<file path="src/rtl/core/rtlpm_pkg.sv">
`timescale 1ns / 1ps
package rtlpm_pkg;

  // request codes
  localparam logic [1:0] ACT_ADD    = 2'd0;
  localparam logic [1:0] ACT_DEL    = 2'd1;
  localparam logic [1:0] ACT_LOOKUP = 2'd2;

  // result status codes
  localparam logic [1:0] ST_OK      = 2'd0;
  localparam logic [1:0] ST_FULL    = 2'd1;
  localparam logic [1:0] ST_NOROUTE = 2'd2;

  typedef struct packed {
    logic [31:0] net;
    logic [31:0] mask;
    logic [31:0] hop;
    logic [3:0]  iface;
  } route_entry_t;

  // controller -> datapath
  typedef struct packed {
    logic load;      // latch request, rewind slot counter
    logic step;      // advance slot counter (add search)
    logic add_wr;    // write route to current slot
    logic add_full;  // report table full
    logic scan;      // read current slot, advance counter
  } rtlpm_cmd_t;

  // datapath -> controller
  typedef struct packed {
    logic [1:0] act;
    logic       ifc_ok;
    logic       cur_free;
    logic       last;
  } rtlpm_sts_t;

endpackage

</file>
<file path="src/rtl/core/rtlpm_ctrl.sv">
`timescale 1ns / 1ps
module rtlpm_ctrl (
  input  logic                clk,
  input  logic                rst_n,
  input  logic                start,
  input  rtlpm_pkg::rtlpm_sts_t sts,
  output rtlpm_pkg::rtlpm_cmd_t cmd,
  output logic                busy,
  output logic                resp_valid
);
  import rtlpm_pkg::*;

  typedef enum logic [5:0] {
    S_IDLE     = 6'b000001,
    S_DISPATCH = 6'b000010,
    S_ADD      = 6'b000100,
    S_SCAN     = 6'b001000,
    S_DRAIN    = 6'b010000,
    S_RESP     = 6'b100000
  } state_t;

  state_t state_r, state_nxt;

  always_ff @(posedge clk) begin
    if (!rst_n) begin
      state_r <= S_IDLE;
    end else begin
      state_r <= state_nxt;
    end
  end

  always_comb begin
    state_nxt = state_r;
    cmd       = '0;
    case (state_r)
      S_IDLE: begin
        if (start) begin
          cmd.load  = 1'b1;
          state_nxt = S_DISPATCH;
        end
      end
      S_DISPATCH: begin
        case (sts.act)
          ACT_ADD: begin
            if (sts.ifc_ok) begin
              state_nxt = S_ADD;
            end else begin
              cmd.add_full = 1'b1;
              state_nxt    = S_RESP;
            end
          end
          ACT_DEL:    state_nxt = sts.ifc_ok ? S_SCAN : S_RESP;
          ACT_LOOKUP: state_nxt = S_SCAN;
          default:    state_nxt = S_RESP;
        endcase
      end
      S_ADD: begin
        if (sts.cur_free) begin
          cmd.add_wr = 1'b1;
          state_nxt  = S_RESP;
        end else if (sts.last) begin
          cmd.add_full = 1'b1;
          state_nxt    = S_RESP;
        end else begin
          cmd.step = 1'b1;
        end
      end
      S_SCAN: begin
        cmd.scan = 1'b1;
        if (sts.last) begin
          state_nxt = S_DRAIN;
        end
      end
      S_DRAIN:  state_nxt = S_RESP;
      S_RESP:   state_nxt = S_IDLE;
      default:  state_nxt = S_IDLE;
    endcase
  end

  assign busy       = (state_r != S_IDLE);
  assign resp_valid = (state_r == S_RESP);

  a_resp_one_cycle: assert property (@(posedge clk) disable iff (!rst_n)
    state_r == S_RESP |=> state_r == S_IDLE)
    else $error("result strobe held longer than one cycle");

  a_accept_dispatch: assert property (@(posedge clk) disable iff (!rst_n)
    start && !busy |=> state_r == S_DISPATCH)
    else $error("accepted request not dispatched");

  a_scan_ends: assert property (@(posedge clk) disable iff (!rst_n)
    state_r == S_SCAN && sts.last |=> state_r == S_DRAIN)
    else $error("scan ran past last slot");

endmodule

</file>
<file path="src/rtl/core/rtlpm_dp.sv">
`timescale 1ns / 1ps
module rtlpm_dp #(
  parameter int ROUTE_SLOTS = 8,
  parameter int IFACE_COUNT = 16
) (
  input  logic                  clk,
  input  logic                  rst_n,
  input  rtlpm_pkg::rtlpm_cmd_t cmd,
  output rtlpm_pkg::rtlpm_sts_t sts,
  input  logic [1:0]            in_action,
  input  logic [31:0]           in_net_address,
  input  logic [31:0]           in_net_mask,
  input  logic [31:0]           in_next_hop,
  input  logic [3:0]            in_iface_id,
  input  logic                  in_any_iface,
  input  logic [31:0]           in_dest_address,
  output logic [1:0]            out_status,
  output logic [31:0]           out_hop_address,
  output logic [3:0]            out_iface,
  output logic [2:0]            out_slot_index
);
  import rtlpm_pkg::*;

  localparam int SLOT_W = (ROUTE_SLOTS > 1) ? $clog2(ROUTE_SLOTS) : 1;
  localparam logic [SLOT_W-1:0] LAST_SLOT = SLOT_W'(ROUTE_SLOTS - 1);

  // request fields
  logic [1:0]  op_r;
  logic [31:0] net_r, mask_r, hop_r, dst_r;
  logic [3:0]  ifc_r;
  logic        any_r;

  logic [SLOT_W-1:0]      idx_r;
  logic [ROUTE_SLOTS-1:0] valid_r;

  // route storage, registered read
  route_entry_t mem [ROUTE_SLOTS];
  route_entry_t rd_r;
  logic              pv_r;
  logic [SLOT_W-1:0] pidx_r;

  // lookup best match
  logic              found_r;
  logic [31:0]       best_mask_r, best_hop_r;
  logic [3:0]        best_iface_r;
  logic [SLOT_W-1:0] best_idx_r;

  // add/delete result
  logic [1:0] st_r;
  logic [2:0] slot_r;

  logic ifc_ok;
  logic hit, better, del_hit;

  assign ifc_ok = ({28'd0, ifc_r} < 32'(IFACE_COUNT));

  assign sts.act      = op_r;
  assign sts.ifc_ok   = ifc_ok;
  assign sts.cur_free = !valid_r[idx_r];
  assign sts.last     = (idx_r == LAST_SLOT);

  // slot under evaluation is rd_r / pidx_r
  always_comb begin
    hit = pv_r && valid_r[pidx_r]
          && ((dst_r & rd_r.mask) == rd_r.net)
          && (any_r || (ifc_ok && (rd_r.iface == ifc_r)));
    better  = hit && (!found_r || (best_mask_r < rd_r.mask));
    del_hit = pv_r && (op_r == ACT_DEL) && valid_r[pidx_r]
              && (rd_r.iface == ifc_r);
  end

  always_ff @(posedge clk) begin
    if (cmd.add_wr) begin
      mem[idx_r] <= '{net: net_r, mask: mask_r, hop: hop_r, iface: ifc_r};
    end
    rd_r <= mem[idx_r];
  end

  always_ff @(posedge clk) begin
    if (!rst_n) begin
      valid_r <= '0;
      pv_r    <= 1'b0;
    end else begin
      pv_r <= cmd.scan;
      if (cmd.add_wr) begin
        valid_r[idx_r] <= 1'b1;
      end
      if (del_hit) begin
        valid_r[pidx_r] <= 1'b0;
      end
    end
  end

  always_ff @(posedge clk) begin
    pidx_r <= idx_r;
    if (cmd.load) begin
      op_r    <= in_action;
      net_r   <= in_net_address;
      mask_r  <= in_net_mask;
      hop_r   <= in_next_hop;
      ifc_r   <= in_iface_id;
      any_r   <= in_any_iface;
      dst_r   <= in_dest_address;
      idx_r   <= '0;
      found_r <= 1'b0;
      st_r    <= ST_OK;
      slot_r  <= '0;
    end else if (cmd.step || cmd.scan) begin
      idx_r <= idx_r + 1'b1;
    end
    if (cmd.add_wr) begin
      slot_r <= 3'(idx_r);
    end
    if (cmd.add_full) begin
      st_r <= ST_FULL;
    end
    if ((op_r == ACT_LOOKUP) && better && !cmd.load) begin
      found_r      <= 1'b1;
      best_mask_r  <= rd_r.mask;
      best_hop_r   <= rd_r.hop;
      best_iface_r <= rd_r.iface;
      best_idx_r   <= pidx_r;
    end
  end

  always_comb begin
    out_status      = st_r;
    out_hop_address = '0;
    out_iface       = '0;
    out_slot_index  = slot_r;
    if (op_r == ACT_LOOKUP) begin
      if (found_r) begin
        out_status      = ST_OK;
        out_hop_address = best_hop_r;
        out_iface       = best_iface_r;
        out_slot_index  = 3'(best_idx_r);
      end else begin
        out_status     = ST_NOROUTE;
        out_slot_index = '0;
      end
    end
  end

  a_add_free_slot: assert property (@(posedge clk) disable iff (!rst_n)
    cmd.add_wr |-> !valid_r[idx_r])
    else $error("add overwrote a valid route");

  a_add_marks_valid: assert property (@(posedge clk) disable iff (!rst_n)
    cmd.add_wr |=> valid_r[$past(idx_r)])
    else $error("added route not marked valid");

  a_lookup_keeps_table: assert property (@(posedge clk) disable iff (!rst_n)
    pv_r && op_r == ACT_LOOKUP |=> valid_r == $past(valid_r))
    else $error("lookup changed table contents");

endmodule

</file>
<file path="src/rtl/core/ipv4_route_table_lpm_top.sv">
`timescale 1ns / 1ps
// IPv4 route table, longest-prefix lookup, ROUTE_SLOTS routes.
// Request channel: in_* fields are taken at a rising edge with start high
// and busy low; busy stays high until the result has been shown.
// Requests: add (first free slot, or table full), delete all routes of an
// interface, lookup (longest mask wins, lower slot on a tie).
// Result channel: out_* fields are valid for exactly one cycle with
// out_valid high; the receiver cannot stall, it must take the result then.
// Steps from accept edge to result strobe, N = ROUTE_SLOTS:
//   lookup, delete: dispatch, all N slots read from the route RAM, one per
//     cycle, then pipeline drain and result
//   add: dispatch, valid bits searched one slot per cycle, then result
//   invalid interface on add/delete, unused code: dispatch, then result
// A new request is taken the cycle after the strobe; one request at a time.
// Reset (rst_n low, synchronous) clears all valid bits and returns the
// controller to idle; the route RAM itself is not cleared since
// invalid slots are never used.
module ipv4_route_table_lpm_top #(
  parameter int ROUTE_SLOTS = 8,
  parameter int IFACE_COUNT = 16
) (
  input  logic        clk,
  input  logic        rst_n,
  input  logic        start,
  output logic        busy,
  input  logic [1:0]  in_action,
  input  logic [31:0] in_net_address,
  input  logic [31:0] in_net_mask,
  input  logic [31:0] in_next_hop,
  input  logic [3:0]  in_iface_id,
  input  logic        in_any_iface,
  input  logic [31:0] in_dest_address,
  output logic        out_valid,
  output logic [1:0]  out_status,
  output logic [31:0] out_hop_address,
  output logic [3:0]  out_iface,
  output logic [2:0]  out_slot_index
);
  import rtlpm_pkg::*;

  rtlpm_cmd_t cmd;
  rtlpm_sts_t sts;

  // sequencing: dispatch, slot search/scan, drain, result
  rtlpm_ctrl u_ctrl (
    .clk        (clk),
    .rst_n      (rst_n),
    .start      (start),
    .sts        (sts),
    .cmd        (cmd),
    .busy       (busy),
    .resp_valid (out_valid)
  );

  // request registers, route RAM, valid bits, match compare, best tracking
  rtlpm_dp #(
    .ROUTE_SLOTS (ROUTE_SLOTS),
    .IFACE_COUNT (IFACE_COUNT)
  ) u_dp (
    .clk             (clk),
    .rst_n           (rst_n),
    .cmd             (cmd),
    .sts             (sts),
    .in_action       (in_action),
    .in_net_address  (in_net_address),
    .in_net_mask     (in_net_mask),
    .in_next_hop     (in_next_hop),
    .in_iface_id     (in_iface_id),
    .in_any_iface    (in_any_iface),
    .in_dest_address (in_dest_address),
    .out_status      (out_status),
    .out_hop_address (out_hop_address),
    .out_iface       (out_iface),
    .out_slot_index  (out_slot_index)
  );

endmodule
</file>
<file path="config.mk">
export PLATFORM = sky130hd
export DESIGN_NAME = ipv4_route_table_lpm_top
export DESIGN_NICKNAME = d
export VERILOG_FILES = /design/src/rtl/core/rtlpm_pkg.sv /design/src/rtl/core/rtlpm_ctrl.sv /design/src/rtl/core/rtlpm_dp.sv /design/src/rtl/core/ipv4_route_table_lpm_top.sv
export SDC_FILE = /design/constraint.sdc
export NUM_CORES = 1
export LEC_CHECK = 0
export BUFFER_PORTS_ARGS = -buffer_cell sky130_fd_sc_hd__buf_2
export CORE_ASPECT_RATIO = 1.75
export CORE_UTILIZATION = 47
export DETAILED_ROUTE_END_ITERATION = 8
export PLACE_DENSITY_LB_ADDON = 0.05
export SYNTH_ARGS = -nofsm -noshare
export SYNTH_HDL_FRONTEND = slang
export SYNTH_SLANG_ARGS = --single-unit
</file>
<file path="constraint.sdc">
create_clock -name clk -period 7.54 [get_ports clk]
set_input_delay 1.131 -clock clk [delete_from_list [all_inputs] [get_ports clk]]
set_output_delay 1.131 -clock clk [all_outputs]
set_load 0.05 [all_outputs]
</file>
After elaboration in Yosys (flattened, before gate mapping):

Memories as Yosys holds them, arrays and structs flattened. A register that Yosys moved wholly into a read port is not among the register bits.
Cells that the tools add are included.

* bits in writable memories: 800
* memories kept: 1
* word-level logic and storage cells: 104
* bits of input ports: 138
* output and inout port bits: 43
* register bits: 232

* muxes and demuxes: 39
* $add $sub $neg: 1
* bitwise logic cells: 4
* $lt $le $gt $ge: 5
* eq/ne operators: 15
* reduce and logical (&&, ||, !) cells: 20

Memory list
* u_dp.mem: depth 8, bits a word 100, read ports 1, clocked after Yosys merged registers in 1, wr ports 1, RTL line rtlpm_dp.sv:37 `route_entry_t mem [ROUTE_SLOTS];`

Operator list (number)
* $mux 32: 2
* $and 32x32->32: 1
* $eq 32x32->1: 1
* $lt 32x32->1: 1
* $pmux 6 s5: 1
* $mux 6: 4
* $mux 8: 3
* $mux 1: 15
* $mux 3: 4
* $pmux 6 s2: 1
* $logic_and 1x1->1: 11
* $and 8x8->8: 1
* $lt 3x4->1 const B: 2
* $mux 4: 2
* $not 8->8: 1
* $or 8x8->8: 1
* $bmux 1 s3: 2
* $demux 1 s3: 2
* $eq 6x1->1 const B: 1
* $eq 6x2->1 const B: 1
* $eq 6x3->1 const B: 1
* $eq 6x4->1 const B: 1
* $eq 6x5->1 const B: 1
* $eq 6x6->1 const B: 1
* 16 further kinds: 23

Depth between registers and ports, before layout:

Gate-level depths: netlist of the first run.

* depth after elaboration: 9
* gate-level depth with buffers: 8
* mapped depth without buffers: 8

Modules after synthesis:

Synthesis of the first run repeated with hierarchy kept, for this count alone.

* cell total of the unflattened synthesis: 2371
* area, all modules: 41697.5 um^2

By module, submodules not included
* rtlpm_dp: area an instance 41282.1 um^2, cells each 2321, times used 1, seq. area each 32641.3 um^2
* rtlpm_ctrl: area an instance 415.4 um^2, cells each 50, times used 1, seq. area each 120.1 um^2

Least setup slack after synthesis of the first run:

No wires, ideal clock.

* kind: input to register
* start point: input start
* end point: register u_dp.best_hop_r[0], enable pin
* data arrival time: 6890 ps
* library setup time: 755 ps
* buffers on the path: 1
* required time: 6785 ps
* path slack: -105 ps
* stages: 3
* cells stage by stage: and2_1 > clkbuf_1 > a2111oi_4

RTL lines
* start, declared: RTL line ipv4_route_table_lpm_top.sv:24 `input logic start,`
* end signal, assigned: RTL line rtlpm_dp.sv:120 `best_hop_r <= rd_r.hop;`
* end, declared: RTL line rtlpm_dp.sv:44 `logic [31:0] best_mask_r, best_hop_r;`

Final worst setup path of the first run:

* start point: register u_dp.idx_r[2]
* end point: memory u_dp.mem[2][36] (netlist name), enable pin

* cells in the longest elaborated chain, start to end: 6

Ends and longest elaborated chain
* start, declared: RTL line rtlpm_dp.sv:33 `logic [SLOT_W-1:0] idx_r;`
* start signal, assigned: RTL line rtlpm_dp.sv:109 `idx_r <= idx_r + 1'b1;`
* $bmux 1 s3: RTL line rtlpm_dp.sv:59 `assign sts.cur_free = !valid_r[idx_r];`
* $mux 1 (not written as such): RTL line rtlpm_dp.sv:59
* $mux 1: RTL line rtlpm_ctrl.sv:58 `if (sts.cur_free) begin`
* $mux 2: RTL line rtlpm_ctrl.sv:35 `case (state_r)`
* $mux 1: RTL line rtlpm_dp.sv:73 `if (cmd.add_wr) begin`
* $mux 1 (not written as such): RTL line rtlpm_dp.sv:74 `mem[idx_r] <= '{net: net_r, mask: mask_r, hop: hop_r, iface: ifc_r};`
* end, declared: RTL line rtlpm_dp.sv:37

Parallel ways exist; a longest one is shown, timed or not. The select of a mux whose other input is x is not followed.

==> summary.md, run 1 <==
| Metric | Value |
|---|---|
| Final std cells w/o fill | 3,981 |
| DP Worst Slack | 3.20 ns |
| Leak Pwr | 15.5 nW |
| Final Max Tran Viols | 0 |
| Starting DRT DRC Count | 1,671 |
| Grt total ovfl | 0 |
| Placer Congestion | 0.774 |
| Post-synthesis cell type count | 60 |
| Clock Skews | 0.0357 ns |
| DP Wirelength | 56,500 um |
| Die height | 397 um |
| Maximum number of pins on one net before global-route repair | 113 |
| CTS clk-pin slew, worst paths | 0.06 ns |
| Number of buffers and inverters on the critical path | 2 |
| Final period util | 0.570 |
| CTS max path bufs | 3 |
| Die area | 90,200 um2 |
| Smallest hold slack | 0.403 ns |
| Syn Nets | 2,693 |
| Worst EP required | 7.85 ns |
| CP delay by family, top | buffers and inverters |
| Critical path endpoint category | flip-flop |
| DR pass1 iterations | 5 |
| Placed insts | 3,787 |
| Hold depth | 0 |
| Synth Warn # | 0 |
| Worst EP arrival | 4.60 ns |
| Drt via density | 5.45 |
| TritonCTS Buffers | 102 |
| Mapped Cells | 2,518 |
| Global-route wire length before repair | 143,000 um |
| Worst Path Max Fanout | 43 |
| Worst path slowest cell | nor2_4 |
| Worst slew margin | 0.310 |
| Final hold vios | 0 |
| Syn_area_per_cell | 16.6 um2 |
| Reg2Reg Setup Slack | 3.25 ns |
| Number of global-route vias before repair | 22.1k |
| Rows | 144 |
| R2R cell count | 6 |
| Outcome | complete, no violations |
| Final cell area excluding filler cells | 47,600 um2 |
| # nets final | 2,898 |
| PortBufs | 180 |
| ANT nets after route | 0 |
| Highest Clock Rate | 0.233 GHz |
| Chip width | 227 um |
| PnR worst setup slack | 3.25 ns |
| Clk sinks | 1,132 |
| Post-synthesis sequential area ratio | 0.784 |
| Drt total wl | 97,900 um |
| Routed length per instance | 24.6 um |
| Critical path's largest stage delay | 0.82 ns |
| Dpl cell area | 44,100 um2 |
| Fin crit period | 4.29 ns |
| Clock root buffer | clkbuf_16 |
| Post-cts gate resize count | 0 |
| Critical path endpoint | u_dp.mem[2][36]$_DFFE_PP_ |
| Area grow syn2layout | 13.9% |
| Top_reg_cell synth | edfxtp_1 |
| Cts hold-fix bufs | 0 |
| Post-synth EDFFs | 1,009 |
| Total GRT Usage | 0.220 |
| CTS tree | yes |
| Worst reg2reg endpoint | u_dp.mem[2][36]$_DFFE_PP_ |
| Asr flop ratio synth | 0 |
| Max-Cap Viols | 0 |
| Core ar. | 88,100 um2 |
| H-tree depth | 3 |
| Synthesized area | 41,800 um2 |
| Unrepaired setup endpoints after global routing | false |
| Post-CTS setup buffers | 0 |
| CP cell instances | buf_4 -> nor3_1 -> a2111oi_2 -> nand2b_1 -> nor2_4 -> buf_4 |
| Seq cells post-synth | 1,132 |
| Crit-path most repeated cell | buf_4 |
| Setup TNS | 0 ns |
| Via count | 21.7k |
| Reg2reg start | u_dp.idx_r[2]$_SDFFE_PP0P_ |
| Worst setup path startpoint | u_dp.idx_r[2]$_SDFFE_PP0P_ |
| Clk_lat worst skew | 0.70 ns |
| Setup CP Type | flip-flop to flip-flop |
| Crit path depth | 6 |
| Setup Viol. Count Final | 0 |
| Slew at the pin with the worst max-slew slack | 1.04 ns |
| DRC viols | 0 |
| Cell Pwr Density | 263 nW/um2 |
| # IOs | 181 |
| Share of cells above drive strength 1 | 0.166 |
| Startpoint Class | flip-flop |
| Hold Crit Class | flip-flop to flip-flop |
| Initial core utilization | 0.474 |
| Worst vdd ir | 0.224 mV |
| Diodes inserted | 0 |
| Initial antenna violation count | 2 |
==> per-stage QoR <==
step | power [mW] | utilization
after floorplan | 7.19 | -
after global placement | 7.31 | 0.501
after detailed placement | 7.32 | 0.501
after CTS | 12.7 | 0.540
after global routing | 12.9 | 0.540
final | 12.5 | 0.540
==> cells in the mapped netlist (2+ instances only) <==
cell,instances,area share
mux2_2,38,0.010
o211ai_1,2,0.00036
buf_1,10,0.00090
nor3_2,2,0.00048
buf_2,35,0.0042
a21o_1,3,0.00054
mux2i_1,265,0.063
nand4_1,7,0.0010
nor2_1,183,0.016
nor2b_1,3,0.00045
a22oi_1,39,0.0070
and3_1,39,0.0058
nor3_1,6,0.00072
and2_1,4,0.00060
a211oi_1,3,0.00054
ha_1,37,0.011
o31ai_2,2,0.00060
dfxtp_1,123,0.059
nor4_1,11,0.0016
nand3_1,11,0.0013
nand2_1,98,0.0088
xnor2_1,33,0.0069
a21oi_1,174,0.021
nand2b_1,4,0.00060
clkbuf_1,81,0.0073
inv_1,44,0.0040
or2_2,2,0.00030
o22a_1,54,0.011
a31oi_1,3,0.00045
o211a_1,2,0.00048
or3_1,2,0.00030
xor2_1,4,0.00084
edfxtp_1,1009,0.72
o21ai_0,151,0.018
mux4_2,2,0.0011
o221a_2,8,0.0022
==> worst min path at each step <==
stage | startpoint | endpoint | slack (ns)
after global placement | u_dp.rd_r[27]$_DFF_P_ | u_dp.best_hop_r[23]$_DFFE_PP_ | 0.39
after CTS | u_dp.rd_r[8]$_DFF_P_ | u_dp.best_hop_r[4]$_DFFE_PP_ | 0.40
after floorplan | u_dp.idx_r[2]$_SDFFE_PP0P_ | u_dp.pidx_r[2]$_DFF_P_ | 0.35
after detailed placement | u_dp.rd_r[22]$_DFF_P_ | u_dp.best_hop_r[18]$_DFFE_PP_ | 0.39
after global routing | u_dp.rd_r[24]$_DFF_P_ | u_dp.best_hop_r[20]$_DFFE_PP_ | 0.41
final | u_dp.rd_r[23]$_DFF_P_ | u_dp.best_hop_r[19]$_DFFE_PP_ | 0.40
==> layout make-up <==
class,instances,area [um2]
tap,1168,1460
multi-input combinational,1215,8450
timing repair buffer,227,1270
inverter,45,171
clock inverter,53,583
sequential,1132,32800
clock buffer,141,2890
fill,7043,40500
==> cells by family after synthesis <==
group / share of synthesized area
flip-flops: 0.784
AO/OA/AOI/OAI: 0.0663
AND/OR/NAND/NOR: 0.0400
multiplexers: 0.0748
buffers and inverters: 0.0164
XOR/XNOR: 0.00775
adder cells (fa/ha/maj): 0.0111
==> cell usage in the layout, fill, tap and decap left out, types with 33 or more instances in the layout <==
master	count
a21oi_1	174
a22oi_1	39
and3_1	39
buf_2	180
buf_4	46
clkbuf_16	105
dfxtp_1	120
edfxtp_1	1009
ha_1	37
inv_1	44
mux2_2	38
mux2i_1	265
nand2_1	97
nor2_1	176
o21ai_0	151
o22a_1	54
xnor2_1	33
==> state kept, by name, indices dropped and copies added (netlist names), 8 cells and up <==
name and count:
u_dp.mem 800, u_dp.mask_r 32, u_dp.rd_r 100, u_dp.net_r 32, u_dp.best_mask_r 32, u_dp.valid_r 8
u_dp.dst_r 32, u_dp.hop_r 32, u_dp.best_hop_r 32
==> metal layers <==
layer  part of all wire  up-vias  wire length, um  global-route usage
met5            0.00013        -               13                   0
met4              0.028        2             2730              0.0749
met3              0.038      132             3740              0.0279
met2               0.51      511            50300               0.383
met1               0.42    11100            41100               0.281
li1                   -    10000                -                   -
==> report_power, final <==
group          internal, mW  switching [mW]  total, mW
Sequential             6.93           0.107       7.03
Combinational        0.0475           0.101      0.148
Clock                  3.10            2.25       5.35
Total                  10.1            2.46       12.5
Power figures use the tool's default switching activity.
==> inputs of run 2 (changes only) <==
ABC_AREA = 1   (was not set)
clock period = 4.3 ns   (was 7.54 ns; I/O delays follow)
==> run 2 against run 1 <==
Against the previous run:
- non-clock buffer count down 7
- largest power group unchanged
- critical path depth up 2
- first-iteration DRC count up 15%
- final area down 1.7%
- core utilization down 0.081 points
- wire length up 4.1%
- total power up 73%
- critical endpoint is now u_dp.mem[2][49]$_DFFE_PP_
- combinational power up 120%
==> summary.md, run 2 <==
| Metric | Value |
|---|---|
| Outcome | complete, no violations |
| Total GRT Usage | 0.233 (+0.0130) |
| Core ar. | 86,800 um2 (-1.5%) |
| Syn Nets | 3,030 (+13%) |
| PortBufs | 180 (unchanged) |
| Fillers | 7,149 (+1.5%) |
| Worst EP required | 4.62 ns (-3.23 ns) |
| Sequential Power Share | 0.571 (+0.010) |
| Diodes inserted | 0 (unchanged) |
| Worst slew margin | 0.192 (-0.118) |
| Routed length per instance | 23.7 um (-3.7%) |
| Reg2Reg Setup Slack | 0.59 ns (-2.65 ns) |
| Final cell area excluding filler cells | 46,800 um2 (-1.7%) |
| CTS max path bufs | 3 (unchanged) |
| Count leader, synth | edfxtp_1 |
| Clock power frac | 0.414 (-0.013) |
| # nets final | 3,227 (+11%) |
| Synthesized area | 41,100 um2 (-1.6%) |
| Global-route wire length before repair | 151,000 um (+5.3%) |
| Setup Viol. Count Final | 0 (unchanged) |
| Max FFs per register | 800 (unchanged) |
| Reg2reg start | u_dp.idx_r[0]$_SDFFE_PP0P_ |
| Maximum number of pins on one net before global-route repair | 196 (+73%) |
| Asr flop ratio synth | 0 (unchanged) |
| Largest family of logic cells by synthesized area | compound AO/OA/AOI/OAI gates |
| CTS tree | yes |
| Share of cells above drive strength 1 | 0.130 (-0.0358) |
| Rows | 143 (-0.69%) |
| Worst EP arrival | 4.03 ns (-0.57 ns) |
| DP Worst Slack | 0.525 ns (-2.67 ns) |
| Worst reg2reg endpoint | u_dp.mem[2][49]$_DFFE_PP_ |
| Highest Clock Rate | 0.270 GHz (+16%) |
| Top_reg_cell synth | edfxtp_1 |
| Critical path endpoint category | flip-flop |
| Storage element area | 32,800 um2 (about the same) |
| Slew at the pin with the worst max-slew slack | 1.21 ns (+0.177 ns) |
| Fin crit period | 3.71 ns (-0.585 ns) |
| Dpl cell area | 43,500 um2 (-1.4%) |
| Worst Path Max Fanout | 75 (+74%) |
| Syn_area_per_cell | 14.4 um2 (-13%) |
| Most common cell after layout, fill and taps aside | edfxtp_1 |
| Die height | 393 um (-0.80%) |
| Initial antenna violation count | 0 (-2) |
| Setup CP Type | flip-flop to flip-flop |
| Post-synth top area share | 0.737 (+0.0118) |
| Number of global-route vias before repair | 23.9k (+8.1%) |
| Multiplexer share of the synthesized area | 0 (-0.0748) |
| Hold Crit Class | input pin to flip-flop |
| Area of the multi-input gates | 7440 um2 (-12%) |
| Worst Hold End | u_dp.mask_r[5]$_DFFE_PP_ |
| Area grow syn2layout | 13.8% (about the same) |
| Mapped Cells | 2,855 (+13%) |
| Seq cells post-synth | 1,132 (unchanged) |
| H-tree depth | 3 (unchanged) |
| Critical path's largest stage delay | 0.81 ns (about the same) |
| Chip width | 226 um (-0.79%) |
| R2R cell count | 8 (+2) |
| Grt total ovfl | 0 (unchanged) |
| Starting DRT DRC Count | 1,925 (+15%) |
| Drt total wl | 102,000 um (+4.1%) |
| CTS clk-pin slew, worst paths | 0.06 ns (about the same) |
| Top Registers | u_dp.mem x800, u_dp.rd_r x100 |
| Synth top area cells | edfxtp_1, dfxtp_1, o21ai_0, nor2_1, nand2_1 |
| Final Max Tran Viols | 0 (unchanged) |
| Compound-cell area share of the yosys netlist | 0.0909 (+0.0246) |
| Hold depth | 1 (+1) |
| Reg with most FFs | u_dp.mem |
| Post-synth EDFFs | 1,009 (unchanged) |
| Post-Synth XOR/XNOR Area | 0.00255 (-0.00520) |
| Post-Synth Adder-Cell Area | 0.0113 (+0.000180) |
| Initial core utilization | 0.474 (about the same) |
| Clk sinks | 1,132 (unchanged) |
| DP Wirelength | 57,500 um (+1.7%) |
| Clk_lat worst skew | 0.70 ns (about the same) |
| Worst vdd ir | 0.331 mV (+48%) |
| Post-synthesis simple-gate area fraction | 0.0737 (+0.0337) |
| Max-Cap Viols | 0 (unchanged) |
| Internal power | 17.3 mW (+71%) |
| Leak Pwr | 16.1 nW (+4.1%) |
| Final hold vios | 0 (unchanged) |
| Die area | 88,800 um2 (-1.6%) |
| DR pass1 iterations | 5 (unchanged) |
| Post-synthesis cell type count | 42 (-30%) |
| Placer Congestion | 0.879 (+14%) |
| Post-CTS setup buffers | 0 (unchanged) |
| DRC viols | 0 (unchanged) |
| Final period util | 0.863 (+0.293) |
| Drt via density | 5.49 (+0.58%) |
| PnR worst setup slack | 0.591 ns (-2.65 ns) |
| Unrepaired setup endpoints after global routing | false |
| Startpoint Class | flip-flop |
| ANT nets after route | 0 (unchanged) |
| Top cell type by total area after synthesis | edfxtp_1 |
| Clock root buffer | clkbuf_16 |
| Cell Pwr Density | 464 nW/um2 (+76%) |
| Sw Ratio | 0.205 (+0.00852) |
| Post-synthesis sequential area ratio | 0.796 (+0.0127) |
| CP cell instances | inv_8 -> o211ai_2 -> nand2_1 -> nor3_2 -> nand2_2 -> buf_4 -> nor2_4 -> buf_12 |
| # IOs | 181 (unchanged) |
| Comb pwr share | 0.015 (+0.003) |
| TritonCTS Buffers | 105 (+2.9%) |
| Hold path start | in_net_mask[5] |
| Post-synth top cells | edfxtp_1, nor2_1, o21ai_0, nand2_1, dfxtp_1 |
| Post-cts gate resize count | 0 (unchanged) |
| Worst path slowest cell | nor2_4 |
| Switch Pwr | 4.45 mW (+81%) |
| Clock Skews | 0.0227 ns (-0.0131 ns) |
| Via count | 23.6k (+8.7%) |
| Cts hold-fix bufs | 0 (unchanged) |
| Most frequent cells in the layout | edfxtp_1, nor2_1, o21ai_0, nand2_1, buf_2 |
| Synth Warn # | 0 (unchanged) |
[run 2: how the worst max path moves through the flow]
stage / startpoint / end / depth (start not counted)
2_1_floorplan: u_dp.idx_r[0]$_SDFFE_PP0P_ / u_dp.mem[0][0]$_DFFE_PP_ / 7
3_3_place_gp: u_dp.idx_r[0]$_SDFFE_PP0P_ / u_dp.mem[2][48]$_DFFE_PP_ / 8
3_5_place_dp: u_dp.idx_r[0]$_SDFFE_PP0P_ / u_dp.mem[2][48]$_DFFE_PP_ / 8
4_1_cts: u_dp.op_r[0]$_DFFE_PP_ / out_hop_address[28] / 5
5_1_grt: u_dp.idx_r[0]$_SDFFE_PP0P_ / u_dp.mem[2][49]$_DFFE_PP_ / 8
6_report: u_dp.idx_r[0]$_SDFFE_PP0P_ / u_dp.mem[2][49]$_DFFE_PP_ / 8
[run 2: cell families after synthesis]
kind of cell             count (synthesis)
AO/OA/AOI/OAI                          660
XOR/XNOR                                12
flip-flops                            1132
AND/OR/NAND/NOR                        760
adder cells (fa/ha/maj)                 37
buffers and inverters                  254
[run 2: worst max-delay path: cells and delay by family (launching register included)]
kind,cells,cell delay [ns]
AND/OR/NAND/NOR,4,1.18
AO/OA/AOI/OAI,1,0.23
flip-flops,1,0.77
buffers and inverters,3,1.03
[run 2: area by class of cell]
class                      count  share of cell area
inverter                     124              0.0102
multi-input combinational   1469               0.159
clock buffer                 144              0.0621
timing repair buffer         220              0.0289
clock inverter                53             0.00887
tap                         1160              0.0310
sequential                  1132               0.700
[run 2: power groups by stage]
| stage | logic [mW] | clock network [mW] | registers, mW |
|---|---|---|---|
| finish | 0.321 | 8.99 | 12.4 |
| global route | 0.353 | 9.61 | 12.4 |
| CTS | 0.328 | 9.19 | 12.4 |
| detailed placement | 0.326 | 0 | 12.6 |
| global placement | 0.318 | 0 | 12.6 |
| floorplan | 0.165 | 0 | 12.5 |
[run 2: layer usage]
metal | global-route usage | part of all wire | vias to the layer above | wire length (um)
li1 | - | - | 10800 | -
met1 | 0.290 | 0.41 | 12000 | 41500
met2 | 0.413 | 0.52 | 617 | 53300
met3 | 0.0327 | 0.042 | 157 | 4280
met4 | 0.0758 | 0.028 | 0 | 2900
met5 | 0 | 0 | - | 0
[run 2: through the flow]
step	std cells	utilization	setup TNS [ns]	total power, mW	hold WS (ns)
final	4302	0.539	0	21.7	0.117
after global routing	4302	0.539	0	22.4	0.0720
after CTS	4302	0.539	0	21.9	0.0556
after detailed placement	4105	0.501	0	13.0	0.389
after global placement	4105	0.501	0	12.9	0.387
after floorplan	2855	-	-820.89	12.7	0.386
==> inputs of run 3 (changes only) <==
BUFFER_PORTS_ARGS = not set   (was -buffer_cell sky130_fd_sc_hd__buf_2)
DONT_BUFFER_PORTS = 1   (was not set)
REMOVE_ABC_BUFFERS = 1   (was not set)
==> run 3 against run 2 <==
Against the previous run:
- worst hold slack got worse by 0.064 ns
- final area rose by 1.2%
- fmax rose by 9.0%
- highest routed layer is now met5
- final cell count fell by 1.5%
- clock power rose by 5.5%
- first-iteration DRC count fell by 0.78%
- critical path type is now flip-flop to primary output
- clock-buffer cell count fell by 10
- clock skew rose by 0.014 ns
- sequential power barely moved
- register-to-register slack improved by 0.48 ns
==> summary.md, run 3 (synthesized netlist as in run 2, its figures left out) <==
| Metric | Value |
|---|---|
| Top Registers | u_dp.mem x800, u_dp.rd_r x100 |
| Drt via density | 5.51 (+0.46%) |
| Core ar. | 86,800 um2 (unchanged) |
| Reg with most FFs | u_dp.mem |
| Setup Viol. Count Final | 0 (unchanged) |
| # nets final | 3,158 (-2.1%) |
| Max FFs per register | 800 (unchanged) |
| Outcome | complete, no violations |
| Worst EP required | 3.65 ns (-0.97 ns) |
| Internal power | 17.7 mW (+2.5%) |
| Worst EP arrival | 2.76 ns (-1.27 ns) |
| Die height | 393 um (unchanged) |
| Share of cells above drive strength 1 | 0.0794 (-0.0505) |
| # IOs | 181 (unchanged) |
| Max-Cap Viols | 0 (unchanged) |
| Hold Crit Class | input pin to flip-flop |
| R2R cell count | 10 (+2) |
| Startpoint Class | flip-flop |
| Hold path start | in_net_address[5] |
| Setup TNS | 0 ns (unchanged) |
| Reg2Reg Setup Slack | 1.07 ns (+0.48 ns) |
| Worst slew margin | 0.222 (+0.0300) |
| Unrepaired setup endpoints after global routing | false |
| Rows | 143 (unchanged) |
| Worst vdd ir | 0.367 mV (+11%) |
| Final Max Tran Viols | 0 (unchanged) |
| Leak Pwr | 15.9 nW (-1.2%) |
| Chip width | 226 um (unchanged) |
| Worst reg2reg endpoint | u_dp.mem[0][48]$_DFFE_PP_ |
| Initial core utilization | 0.474 (unchanged) |
| Clock Skews | 0.0362 ns (+0.0135 ns) |
| Clk sinks | 1,132 (unchanged) |
| CTS tree | yes |
| Final period util | 0.792 (-0.0710) |
| PortBufs | 0 (-100%) |
| Routed length per instance | 23.9 um (+1.1%) |
| DRC viols | 0 (unchanged) |
| Number of global-route vias before repair | 23.8k (-0.73%) |
| ANT nets after route | 0 (unchanged) |
| Clock root buffer | clkbuf_16 |
| Switch Pwr | 4.51 mW (+1.4%) |
| Sw Ratio | 0.203 (-0.00176) |
| Starting DRT DRC Count | 1,910 (-0.78%) |
| CTS max path bufs | 3 (unchanged) |
| Length of routed met2 wiring | 51,000 um (-4.3%) |
| Hold depth | 0 (-1) |
| Setup CP Type | flip-flop to primary output |
| H-tree depth | 3 (unchanged) |
| Fin crit period | 3.40 ns (-0.305 ns) |
| CTS clk-pin slew, worst paths | 0.06 ns (about the same) |
| Slew at the pin with the worst max-slew slack | 1.17 ns (-0.0450 ns) |
| Maximum number of pins on one net before global-route repair | 206 (+5.1%) |
| Worst setup path startpoint | u_dp.op_r[0]$_DFFE_PP_ |
| Total Power | 22.2 mW (+2.3%) |
| Drt total wl | 101,000 um (-0.42%) |
| Reg2reg start | u_dp.idx_r[1]$_SDFFE_PP0P_ |
| Global-route wire length before repair | 150,000 um (-0.48%) |
| TritonCTS Buffers | 103 (-1.9%) |
| Critical path endpoint category | primary output |
| DR pass1 iterations | 9 (+4) |
| Most common cell after layout, fill and taps aside | edfxtp_1 |
| Clock power frac | 0.427 (+0.013) |
| Die area | 88,800 um2 (unchanged) |
| Highest Clock Rate | 0.294 GHz (+9.0%) |
| Final hold vios | 0 (unchanged) |
| Cell Pwr Density | 469 nW/um2 (+1.1%) |
| Worst Path Max Fanout | 36 (-52%) |
| DP Wirelength | 52,700 um (-8.3%) |
| Most frequent cells in the layout | edfxtp_1, nor2_1, o21ai_0, nand2_1, dfxtp_1 |
| Clk_lat worst skew | 0.71 ns (about the same) |
| Post-cts gate resize count | 0 (unchanged) |
| Total GRT Usage | 0.231 (-0.00206) |
| Grt total ovfl | 0 (unchanged) |
| Area grow syn2layout | 15.1% |
| Placer Congestion | 0.856 (-2.6%) |
| Sequential Power Share | 0.558 (-0.013) |
| Worst Hold End | u_dp.net_r[5]$_DFFE_PP_ |
| Via count | 23.4k (-1.0%) |
| Max Used Layer | met5 |
| Initial antenna violation count | 11 (+11) |
| M1 WL | 42,400 um (+2.2%) |
| Routed wl met3 | 5030 um (+17%) |
| Comb pwr share | 0.015 (about the same) |
## run 3: cell count changes in the layout (fill, tap and decap cells not counted), moves of 6 or more
cell           previous run  this run
buf_2                   180         0
clkinvlp_4                2         8
dlygate4sd3_1             0       116
clkinv_1                 19        11
bufinv_16                 4        11
clkbuf_1                 27        15
buf_4                    28        19
buf_12                   12        18
## run 3: timing repair
item / in CTS / in global routing
buffers inserted: 0 / 0
hold buffers: 116 / 0
hold endpoints to repair: 116 / 0
## run 3: power groups by stage
| stage | Clock, mW | Combinational [mW] | Sequential (mW) |
|---|---|---|---|
| after floorplan | 0 | 0.158 | 12.5 |
| after global routing | 10.1 | 0.368 | 12.4 |
| after global placement | 0 | 0.248 | 12.6 |
| after CTS | 9.67 | 0.343 | 12.4 |
| after detailed placement | 0 | 0.254 | 12.6 |
| final | 9.48 | 0.336 | 12.4 |
## run 3: layout make-up
cell class	instances	area (um2)
fill	6987	39400
clock inverter	62	668
multi-input combinational	1469	7440
timing repair buffer	153	1660
sequential	1132	32800
tap	1160	1450
inverter	124	483
antenna	4	10.0
clock buffer	134	2870
## run 3: critical path: stages (launching register included)
cell and delay (ns):
edfxtp_1 0.43, inv_1 0.11, ha_1 0.28, nand2_2 0.07, buf_4 0.34, nor2_1 0.81
## run 3: per-layer routing
metal | vias to the layer above | track usage
li1 | 10700 | -
met5 | - | 0
met2 | 663 | 0.393
met3 | 163 | 0.0384
met1 | 11800 | 0.297
met4 | 8 | 0.0820
## run 3: how the worst max path moves through the flow
stage / to / slack, ns
5_1_grt: out_hop_address[26] / 0.69
3_3_place_gp: u_dp.mem[0][23]$_DFFE_PP_ / 1.03
6_report: out_hop_address[26] / 0.90
4_1_cts: out_hop_address[26] / 0.75
3_5_place_dp: u_dp.mem[0][32]$_DFFE_PP_ / 1.03
2_1_floorplan: u_dp.mem[1][0]$_DFFE_PP_ / -14.25
## run 3: metrics by stage
step,utilization,instance area (um2),setup WS [ns],instances,hold WS [ns]
final,0.546,47300,0.896,4238,0.0523
after global placement,0.491,42600,1.03,3922,0.388
after global routing,0.546,47300,0.693,4236,0.0125
after detailed placement,0.491,42600,1.03,3922,0.389
after floorplan,-,40600,-14.25,2725,0.386
after CTS,0.546,47300,0.753,4234,0.000380
